==> src/sv/lfps_pkg.sv <==
// Shared constants, types and the sensor pattern table for the line-follow steering core.
`default_nettype none
package lfps_pkg;

  localparam int SENSOR_COUNT = 6;
  localparam int GAIN_W       = 8;
  localparam int DRIVE_W      = 8;
  localparam int ERR_W        = 5;
  localparam int SUM_W        = 16;
  localparam int CORR_W       = 24;
  localparam int CLASS_W      = 2;
  localparam int CFG_IDX_W    = 3;

  localparam logic [SENSOR_COUNT-1:0] ALL_WHITE = '0;
  localparam logic [SENSOR_COUNT-1:0] ALL_BLACK = '1;

  localparam logic [CFG_IDX_W-1:0] REG_GAIN_P     = 3'd0;
  localparam logic [CFG_IDX_W-1:0] REG_GAIN_I     = 3'd1;
  localparam logic [CFG_IDX_W-1:0] REG_GAIN_D     = 3'd2;
  localparam logic [CFG_IDX_W-1:0] REG_BASE_SPEED = 3'd3;
  localparam logic [CFG_IDX_W-1:0] REG_LEFT_TRIM  = 3'd4;

  localparam logic [GAIN_W-1:0]  GAIN_P_RESET     = 8'd5;
  localparam logic [GAIN_W-1:0]  GAIN_I_RESET     = 8'd0;
  localparam logic [GAIN_W-1:0]  GAIN_D_RESET     = 8'd2;
  localparam logic [DRIVE_W-1:0] BASE_SPEED_RESET = 8'd100;
  localparam logic [DRIVE_W-1:0] LEFT_TRIM_RESET  = 8'd5;

  localparam logic [DRIVE_W-1:0] DRIVE_MAX = '1;

  typedef enum logic [CLASS_W-1:0] {
    CLASS_LISTED   = 2'd0,
    CLASS_UNLISTED = 2'd1,
    CLASS_WHITE    = 2'd2,
    CLASS_BLACK    = 2'd3
  } pattern_class_t;

  typedef struct packed {
    logic                    hit;
    logic signed [ERR_W-1:0] err;
  } lookup_t;

  function automatic lookup_t pattern_lookup(input logic [SENSOR_COUNT-1:0] pat);
    lookup_t r;
    r.hit = 1'b1;
    r.err = '0;
    unique case (pat)
      6'b111110, 6'b111100, 6'b111000: r.err = -5'sd15;
      6'b100000:                       r.err = -5'sd5;
      6'b110000:                       r.err = -5'sd4;
      6'b010000:                       r.err = -5'sd3;
      6'b011000:                       r.err = -5'sd2;
      6'b001000:                       r.err = -5'sd1;
      6'b001100:                       r.err = 5'sd0;
      6'b000100:                       r.err = 5'sd1;
      6'b000110:                       r.err = 5'sd2;
      6'b000010:                       r.err = 5'sd3;
      6'b000011:                       r.err = 5'sd4;
      6'b000001:                       r.err = 5'sd5;
      6'b000111, 6'b001111, 6'b011111: r.err = 5'sd15;
      default:                         r.hit = 1'b0;
    endcase
    return r;
  endfunction

endpackage
`default_nettype wire

==> src/sv/line_follow_pid_steering_core.sv <==
// Top level: sensor pattern to PID wheel drives, one input register and one result register.
//
//  channel  handshake              payload
//  -------  ---------------------  -------------------------------------------------
//  in       in_valid / in_ready    sensor_bits
//  out      out_valid / out_ready  left_drive right_drive line_error correction
//                                  pattern_class drive_updated
//  cfg      cfg_valid / cfg_ready  cfg_index cfg_data
//
// One transaction per cycle sustained while out_ready stays high; an input passes through the
// input register and then the result register. The loop through error_sum and previous_error
// closes combinationally between the input register and the state registers.
// Reset restores the register defaults and clears state and both valid stages.
// A stalled result holds the input stage once it is full; cfg_ready is always high.
`default_nettype none
module line_follow_pid_steering_core (
  input  wire logic                                 clk,
  input  wire logic                                 rst,
  input  wire logic                                 in_valid,
  output logic                                      in_ready,
  input  wire logic [lfps_pkg::SENSOR_COUNT-1:0]    sensor_bits,
  output logic                                      out_valid,
  input  wire logic                                 out_ready,
  output logic [lfps_pkg::DRIVE_W-1:0]              left_drive,
  output logic [lfps_pkg::DRIVE_W-1:0]              right_drive,
  output logic signed [lfps_pkg::ERR_W-1:0]         line_error,
  output logic signed [lfps_pkg::CORR_W-1:0]        correction,
  output logic [lfps_pkg::CLASS_W-1:0]              pattern_class,
  output logic                                      drive_updated,
  input  wire logic                                 cfg_valid,
  output logic                                      cfg_ready,
  input  wire logic [lfps_pkg::CFG_IDX_W-1:0]       cfg_index,
  input  wire logic [lfps_pkg::GAIN_W-1:0]          cfg_data
);
  import lfps_pkg::*;

  logic [GAIN_W-1:0]  gain_p;
  logic [GAIN_W-1:0]  gain_i;
  logic [GAIN_W-1:0]  gain_d;
  logic [DRIVE_W-1:0] base_speed;
  logic [DRIVE_W-1:0] left_trim;

  logic                     stage_valid;
  logic [SENSOR_COUNT-1:0]  stage_bits;

  logic signed [ERR_W-1:0]  previous_error;
  logic signed [SUM_W-1:0]  error_sum;
  logic [DRIVE_W-1:0]       held_left;
  logic [DRIVE_W-1:0]       held_right;
  logic signed [CORR_W-1:0] held_correction;

  logic                     advance;
  logic                     hold_case;
  lookup_t                  lk;
  logic signed [ERR_W-1:0]  err_cur;
  logic signed [SUM_W:0]    sum_wide;
  logic signed [SUM_W-1:0]  sum_next;
  logic signed [ERR_W:0]    delta;
  logic signed [13:0]       p_term;
  logic signed [24:0]       i_term;
  logic signed [14:0]       d_term;
  logic signed [25:0]       pid_wide;
  logic signed [CORR_W-1:0] pid_sat;
  logic signed [25:0]       left_raw;
  logic signed [25:0]       right_raw;
  logic [DRIVE_W-1:0]       left_clamp;
  logic [DRIVE_W-1:0]       right_clamp;
  logic [DRIVE_W:0]         left_trimmed;
  logic [DRIVE_W-1:0]       left_next;
  pattern_class_t           class_next;

  assign cfg_ready = 1'b1;
  assign advance   = stage_valid && (!out_valid || out_ready);
  assign in_ready  = !stage_valid || advance;

  always_ff @(posedge clk) begin
    if (rst) begin
      gain_p     <= GAIN_P_RESET;
      gain_i     <= GAIN_I_RESET;
      gain_d     <= GAIN_D_RESET;
      base_speed <= BASE_SPEED_RESET;
      left_trim  <= LEFT_TRIM_RESET;
    end else if (cfg_valid) begin
      unique case (cfg_index)
        REG_GAIN_P:     gain_p     <= cfg_data;
        REG_GAIN_I:     gain_i     <= cfg_data;
        REG_GAIN_D:     gain_d     <= cfg_data;
        REG_BASE_SPEED: base_speed <= cfg_data;
        REG_LEFT_TRIM:  left_trim  <= cfg_data;
        default: ;
      endcase
    end
  end

  always_comb begin
    hold_case = (stage_bits == ALL_WHITE) || (stage_bits == ALL_BLACK);
    lk        = pattern_lookup(stage_bits);
    err_cur   = lk.hit ? lk.err : previous_error;

    sum_wide = {error_sum[SUM_W-1], error_sum} + {{(SUM_W+1-ERR_W){err_cur[ERR_W-1]}}, err_cur};
    if (sum_wide[SUM_W] != sum_wide[SUM_W-1]) begin
      sum_next = sum_wide[SUM_W] ? {1'b1, {(SUM_W-1){1'b0}}} : {1'b0, {(SUM_W-1){1'b1}}};
    end else begin
      sum_next = sum_wide[SUM_W-1:0];
    end

    delta  = {err_cur[ERR_W-1], err_cur} - {previous_error[ERR_W-1], previous_error};
    p_term = $signed({6'd0, gain_p}) * $signed({{9{err_cur[ERR_W-1]}}, err_cur});
    i_term = $signed({17'd0, gain_i}) * $signed({{9{sum_next[SUM_W-1]}}, sum_next});
    d_term = $signed({7'd0, gain_d}) * $signed({{9{delta[ERR_W]}}, delta});

    pid_wide = {{12{p_term[13]}}, p_term} + {i_term[24], i_term} + {{11{d_term[14]}}, d_term};
    if (pid_wide[25:23] != 3'b000 && pid_wide[25:23] != 3'b111) begin
      pid_sat = pid_wide[25] ? {1'b1, {(CORR_W-1){1'b0}}} : {1'b0, {(CORR_W-1){1'b1}}};
    end else begin
      pid_sat = pid_wide[CORR_W-1:0];
    end

    left_raw  = $signed({18'd0, base_speed}) + {{2{pid_sat[CORR_W-1]}}, pid_sat};
    right_raw = $signed({18'd0, base_speed}) - {{2{pid_sat[CORR_W-1]}}, pid_sat};

    priority if (left_raw[25]) begin
      left_clamp = '0;
    end else if (left_raw[24:DRIVE_W] != '0) begin
      left_clamp = DRIVE_MAX;
    end else begin
      left_clamp = left_raw[DRIVE_W-1:0];
    end

    priority if (right_raw[25]) begin
      right_clamp = '0;
    end else if (right_raw[24:DRIVE_W] != '0) begin
      right_clamp = DRIVE_MAX;
    end else begin
      right_clamp = right_raw[DRIVE_W-1:0];
    end

    left_trimmed = {1'b0, left_clamp} + {1'b0, left_trim};
    left_next    = left_trimmed[DRIVE_W] ? DRIVE_MAX : left_trimmed[DRIVE_W-1:0];

    priority if (stage_bits == ALL_WHITE) begin
      class_next = CLASS_WHITE;
    end else if (stage_bits == ALL_BLACK) begin
      class_next = CLASS_BLACK;
    end else if (lk.hit) begin
      class_next = CLASS_LISTED;
    end else begin
      class_next = CLASS_UNLISTED;
    end
  end

  always_ff @(posedge clk) begin
    if (rst) begin
      stage_valid <= 1'b0;
    end else if (in_valid && in_ready) begin
      stage_valid <= 1'b1;
    end else if (advance) begin
      stage_valid <= 1'b0;
    end
  end

  always_ff @(posedge clk) begin
    if (in_valid && in_ready) begin
      stage_bits <= sensor_bits;
    end
  end

  always_ff @(posedge clk) begin
    if (rst) begin
      previous_error  <= '0;
      error_sum       <= '0;
      held_left       <= '0;
      held_right      <= '0;
      held_correction <= '0;
    end else if (advance && !hold_case) begin
      previous_error  <= err_cur;
      error_sum       <= sum_next;
      held_left       <= left_next;
      held_right      <= right_clamp;
      held_correction <= pid_sat;
    end
  end

  always_ff @(posedge clk) begin
    if (rst) begin
      out_valid <= 1'b0;
    end else if (advance) begin
      out_valid <= 1'b1;
    end else if (out_ready) begin
      out_valid <= 1'b0;
    end
  end

  always_ff @(posedge clk) begin
    if (advance) begin
      pattern_class <= class_next;
      if (hold_case) begin
        left_drive    <= held_left;
        right_drive   <= held_right;
        line_error    <= previous_error;
        correction    <= held_correction;
        drive_updated <= 1'b0;
      end else begin
        left_drive    <= left_next;
        right_drive   <= right_clamp;
        line_error    <= err_cur;
        correction    <= pid_sat;
        drive_updated <= 1'b1;
      end
    end
  end

endmodule
`default_nettype wire
==> config.mk <==
export PLATFORM = sky130hd
export DESIGN_NAME = line_follow_pid_steering_core
export DESIGN_NICKNAME = d
export VERILOG_FILES = /design/src/sv/lfps_pkg.sv /design/src/sv/line_follow_pid_steering_core.sv
export SDC_FILE = /design/constraint.sdc
export NUM_CORES = 1
export LEC_CHECK = 0
export BUFFER_PORTS_ARGS = -buffer_cell sky130_fd_sc_hd__buf_4
export CAP_MARGIN = 10
export CORE_MARGIN = 4
export CORE_UTILIZATION = 50
export CTS_BUF_LIST = sky130_fd_sc_hd__clkbuf_8 sky130_fd_sc_hd__clkbuf_16
export DETAILED_ROUTE_END_ITERATION = 16
export GPL_TIMING_DRIVEN = 1
export HOLD_SLACK_MARGIN = 0.08
export PLACE_DENSITY = 0.69
export SLEW_MARGIN = 0
export SYNTH_ARGS = -nofsm -noshare
export SYNTH_HDL_FRONTEND = slang
export SYNTH_SLANG_ARGS = --single-unit
==> constraint.sdc <==
create_clock -name clk -period 15.7 [get_ports clk]
set_input_delay 0.785 -clock clk [delete_from_list [all_inputs] [get_ports clk]]
set_output_delay 0.785 -clock clk [all_outputs]
set_load 0.02 [all_outputs]
==> results by group, run 1 <==
Run status
  – Outcome: complete, but fails checks
  – Failing checks: negative setup slack

Die
  – DIE AREA: 40,800 um^2
  – Chip height: 202 um
  – DIE WIDTH: 202 um
  – Core area: 36,900 um^2
  – Initial Utilization: 51.1%
  – # rows: 70
  – I/O pins: 73

Yosys
  – Syn_nets: 2,625
  – Most common cell in the synthesized netlist: inv_1
  – Cell area after synthesis: 18,800 um^2
  – FF+latch count, synth: 157
  – Ys flop type: dfxtp_1
  – Post-synth top area cell: fa_1
  – YS warnings: 0
  – Leading cell types by total area after synthesis: fa_1, ha_1, dfxtp_1
  – Synth top area share: 21.9%
  – Ys async rst share: 0%
  – Mapped Avg Cell Area: 8.44 um^2
  – Post-Synthesis Cells: 2,230
  – Most frequent cells after synthesis: inv_1, nand2_1, fa_1, nor2_1, ha_1
  – Post-synth cell types: 97
  – EDFF count, synth: 54
  – Register area share after synthesis: 19.6%

Clocking
  – CTS sink cnt: 157
  – Root buffer cell: clkbuf_16
  – Hold buffers post-CTS: 0
  – Worst-Skew Late Latency: 0.46 ns
  – Htree depth: 4
  – CTS max path bufs: 2
  – CTS Buf Count: 17
  – CTS tree: yes
  – Clock Pin Slew Worst Setup and Hold Paths: 0.07 ns

STA
  – RSZ-0062 raised after global routing: true
  – Relative slew slack: 23.0%
  – Setup Skew: 0.0250 ns
  – Total Neg Setup Slack: -0.380 ns
  – Final worst-path cycle share: 100%
  – Slew Viols, Final: 0
  – Setup violators final: 9
  – Hold WS: 0.456 ns
  – Min Clock Period, post-route: 15.77 ns
  – Hold Vio Cnt, Final: 0
  – Max Fclk: 0.0634 GHz
  – Slew of the pin with the lowest slew margin: 1.15 ns
  – Fin worst setup slack: -0.0692 ns

Critical path
  – R2R Setup Slk: -0.07 ns
  – CP dominant cell by count: fa_1
  – Reg2reg start: stage_bits[3]
  – Worst setup path endpoint: left_drive[7]
  – Crit path from: stage_bits[3]
  – R2R Path End: left_drive[7]
  – Crit Path Class: register to register
  – Critical path arrival: 15.94 ns
  – Max stage delay on crit path: 0.57 ns
  – Crit Path Max Fanout: 7
  – CP endpoint kind: register
  – Reg2Reg Depth: 73
  – Crit-path slowest cell: fa_1
  – CP startpoint kind: register
  – WP data required: 15.87 ns

Power and ir drop
  – PwrDens: 240 nW/um^2
  – Sw frac: 51.7%
  – Pleak: 0.0101 uW
  – Combinational Power Share: 80.6%
  – Seq pwr share: 11.1%
  – Max IR drop VDD: 174 uV
  – Clock power frac: 8.4%
  – Net Switching: 2760 uW
  – Design internal power: 2580 uW

Cells and area
  – Fin nets: 2,804
  – Area Growth Syn to Fin: 18.1%
  – Finished Layout Cells: 2,926
  – Layout cell share with drive strength beyond 1: 19.2%
  – Fin util: 60.3%
  – Ant diodes: 0

Placed design
  – Routability congestion estimate: 0.952
  – Post-DP HPWL: 40,100 um
  – PortBufs: 71
  – Placed cells: 2,866
  – Pre-CTS setup slack: -0.230 ns

Drt
  – Via count: 16,400
  – DR iter-0 viols: 1,194
  – First-pass iteration count of the detailed router: 6
  – WL final: 52,700 um
  – Routed len/inst: 18.0 um
  – DR DRC count: 0
  – Final ANT Viol Nets: 0
  – Avg Vias per Cell: 5.60

Min path
  – Hold Crit Depth: 2
  – Worst min path class: register to register
  – Hold path start: held_correction[21]

GRT
  – First-pass GRT wire length: 84,800 um
  – GRT Total Usage: 25.4%
  – Overflow after GRT: 0
  – Largest net degree at the start of global routing: 98
  – Number of global-route vias before repair: 16,600
  – Initial antenna violation count: 0

Job
  – Max-cap violation count: 0
## worst min-delay path by stage
stage / endpoint
global route: held_correction[21]
global placement: error_sum[0]
CTS: held_correction[21]
detailed placement: held_correction[21]
floorplan: error_sum[0]
finish: held_correction[21]
## placed cells by master (no fill, tap or decap), types with 11 or more instances in the layout
cell	Yosys	routed
a221o_1	13	13
xnor2_1	45	42
a22oi_1	11	11
xor2_1	24	23
o21ai_0	113	94
mux2i_1	11	11
o21ai_1	5	16
a211oi_2	4	14
edfxtp_1	54	54
clkbuf_16	0	18
or2_2	15	14
nor4_1	12	11
nand2b_1	13	13
dfxtp_1	103	103
a21oi_1	156	137
a211oi_1	31	21
nand3_1	22	21
nor3_1	33	31
o21bai_1	16	15
ha_4	0	12
nor2_1	193	178
a21o_1	31	30
a21oi_2	1	17
nand2_1	254	252
inv_1	328	316
nor2_4	0	11
inv_2	0	11
fa_1	206	202
ha_1	167	151
and2_1	87	85
nor2b_1	24	23
buf_4	3	246
## area by class of cell
| class | instances | area, um^2 |
|---|---|---|
| fill | 3243 | 14600 |
| timing repair buffer | 254 | 1930 |
| clock buffer | 19 | 464 |
| multi-input combinational | 1650 | 14200 |
| tap | 504 | 631 |
| inverter | 329 | 1240 |
| sequential | 157 | 3680 |
| clock inverter | 13 | 139 |
## power groups by stage
stage	combinational [uW]	clock [uW]	sequential, uW
final	4310	447	591
after detailed placement	3840	0	599
after global placement	3780	0	596
after global routing	4690	467	599
after CTS	3900	451	591
after floorplan	2540	0	649
## flip-flops by register name, indices dropped and copies added, names as in the netlist
name	count
correction	24
held_left	8
error_sum	16
right_drive	8
gain_d	8
held_right	8
previous_error	5
drive_updated	1
base_speed	8
gain_p	8
gain_i	8
stage_bits	6
pattern_class	2
left_drive	8
line_error	5
held_correction	24
out_valid	1
stage_valid	1
left_trim	8
## critical path, delay by kind of cell, from the launching register on
family                   cells  cell delay [ns]
XOR/XNOR                     2             0.26
AO/OA/AOI/OAI               27             4.36
flip-flops                   1             0.51
buffers and inverters       16             1.47
AND/OR/NAND/NOR             12             2.07
adder cells (fa/ha/maj)     16             6.81
## repair_timing
| action | 4_1_cts | 5_1_grt |
|---|---|---|
| setup endpoints to repair | 16 | 32 |
| setup buffers | 8 | 20 |
| resized for setup | 12 | 136 |
| pin swaps | 10 | 94 |
## through the flow
step | power, uW | instance area (um^2)
2_1_floorplan | 3190 | 19000
3_3_place_gp | 4370 | 20800
3_5_place_dp | 4440 | 20800
4_1_cts | 4940 | 21500
5_1_grt | 5760 | 22200
6_report | 5350 | 22200
## cell families (layout without fill, tap and decap cells)
family          after synthesis  in the layout  share of synthesized area [%]
fa+ha+maj                   373            373                           33.0
buf+inv                     423            615                           9.08
simple gates                708            708                           17.6
mux                          14             14                          0.764
compound gates              484            484                           16.7
flops                       157            157                           19.6
xor+xnor                     70             70                           3.30
other cells                   1              1                         0.0199
## per-layer routing
metal / vias to the layer above / share of wire (%) / track usage (%)
met2: 455 / 49 / 43.2
met4: 0 / 2.2 / 7.15
met3: 77 / 5.0 / 3.26
met5: - / 0 / 0
li1: 7730 / - / -
met1: 8114 / 43 / 34.2
No activity file was read; power rests on OpenSTA's default activity.
==> run 2: changes to the inputs <==
Settings changed: CAP_MARGIN 10 to default, SKIP_CTS_REPAIR_TIMING from default to 1.
==> results by group, run 2 (synthesis results as in run 1) <==
STA
  – Setup violators final: 0
  – Final worst-path cycle share: 99.8%
  – Setup Skew: 0.0250 ns
  – Slew of the pin with the lowest slew margin: 1.12 ns
  – RSZ-0062 raised after global routing: true
  – Relative slew slack: 25.0%
  – Hold Vio Cnt, Final: 0
  – Slew Viols, Final: 0
  – Min Clock Period, post-route: 15.67 ns
  – Hold WS: 0.456 ns
  – Max Fclk: 0.0638 GHz
  – Total Neg Setup Slack: 0 ns

Min path
  – Hold Crit Depth: 2
  – Worst min path class: register to register
  – Hold path start: held_correction[21]

Clocking
  – Root buffer cell: clkbuf_16
  – CTS Buf Count: 17
  – Htree depth: 4
  – CTS sink cnt: 157
  – CTS tree: yes
  – CTS max path bufs: 2
  – Worst-Skew Late Latency: 0.46 ns
  – Clock Pin Slew Worst Setup and Hold Paths: 0.07 ns

Critical path
  – Worst Path Buf+Inv: 19
  – WP data required: 15.87 ns
  – Crit-path slowest cell: fa_1
  – Crit Path Max Fanout: 8
  – CP dominant cell by count: fa_1
  – Crit path from: stage_bits[3]
  – Max stage delay on crit path: 0.57 ns
  – Critical path arrival: 15.85 ns
  – Crit-path leading delay family: adder cells
  – Reg2Reg Depth: 72
  – CP endpoint kind: register
  – Crit Path Class: register to register
  – Reg2reg start: stage_bits[3]
  – Worst path depth: 72
  – CP startpoint kind: register

Drt
  – Avg Vias per Cell: 5.59
  – DR iter-0 viols: 1,027
  – DR DRC count: 0
  – WL final: 52,300 um
  – First-pass iteration count of the detailed router: 6
  – Final ANT Viol Nets: 0
  – Routed len/inst: 17.8 um
  – Via count: 16,400

GRT
  – GRT Total Usage: 25.2%
  – Initial antenna violation count: 0
  – Largest net degree at the start of global routing: 98
  – First-pass GRT wire length: 84,300 um
  – Overflow after GRT: 0
  – Number of global-route vias before repair: 16,500

Cells and area
  – Area Growth Syn to Fin: 18.5%
  – Most frequent cells in the layout: inv_1, nand2_1, buf_4, fa_1, nor2_1
  – Ant diodes: 0
  – Most common cell after layout, fill and taps aside: inv_1
  – Largest regs: correction: 24 flops, held_correction: 24 flops, error_sum: 16 flops
  – Layout cell share with drive strength beyond 1: 19.5%
  – Fin nets: 2,811

Power and ir drop
  – Net Switching: 2760 uW
  – Seq pwr share: 11.1%
  – Pleak: 0.0101 uW
  – Sw frac: 51.6%
  – Design internal power: 2590 uW
  – Combinational Power Share: 80.6%
  – Clock power frac: 8.3%
  – PwrDens: 240 nW/um^2
  – Max IR drop VDD: 171 uV

Die
  – Chip height: 202 um
  – Initial Utilization: 51.1%
  – Core area: 36,900 um^2
  – DIE WIDTH: 202 um
  – I/O pins: 73
  – DIE AREA: 40,800 um^2
  – # rows: 70

Placed design
  – Routability congestion estimate: 0.952
  – PortBufs: 71
  – Post-DP HPWL: 40,100 um

Run status
  – Outcome: complete, no violations

Job
  – Max-cap violation count: 0
run 2: cell type report:
class                      count  area [um^2]
fill                        3229        14600
multi-input combinational   1650        14200
sequential                   157         3680
timing repair buffer         261         2000
inverter                     329         1240
tap                          504          631
clock buffer                  19          464
clock inverter                13          139
run 2: final timing paths:
check | end | slack (ns)
setup / recovery | left_drive[7] | 0.03
hold / removal | held_correction[21] | 0.46
setup reg to reg | left_drive[7] | 0.03
hold reg to reg | held_correction[21] | 0.46
run 2: worst register-to-register path, delay by kind of cell, from the launching register on:
family                     cells  cell delay (ns)
and+or+nand+nor                9             1.76
adders and majority gates     16             6.74
DFF                            1             0.51
buffers and inverters         19             1.81
xor gates and xnor gates       1             0.13
AOI/OAI and AO/OA             27             4.45
run 2: power groups by stage:
stage	Sequential (uW)	Clock [uW]	Combinational, uW
3_3_place_gp	596	0	3780
6_report	592	445	4310
3_5_place_dp	599	0	3840
2_1_floorplan	649	0	2540
4_1_cts	592	451	3860
5_1_grt	599	467	4700
run 2: stage by stage:
step	util (%)	total power [uW]	cells	instance area, um^2	setup slack [ns]
CTS	58.0	4910	2898	21400	-0.290
detailed placement	56.4	4440	2866	20800	-0.230
floorplan	-	3190	2230	19000	0.0140
global route	60.5	5770	2933	22300	-0.751
finish	60.5	5350	2933	22300	0.0256
global placement	56.4	4370	2866	20800	0.0820
run 2: metal layers:
metal	share of wire [%]	global-route usage, %
met1	43	34.1
met2	49	42.8
met3	5.3	3.21
met4	2.1	7.13
met5	0	0
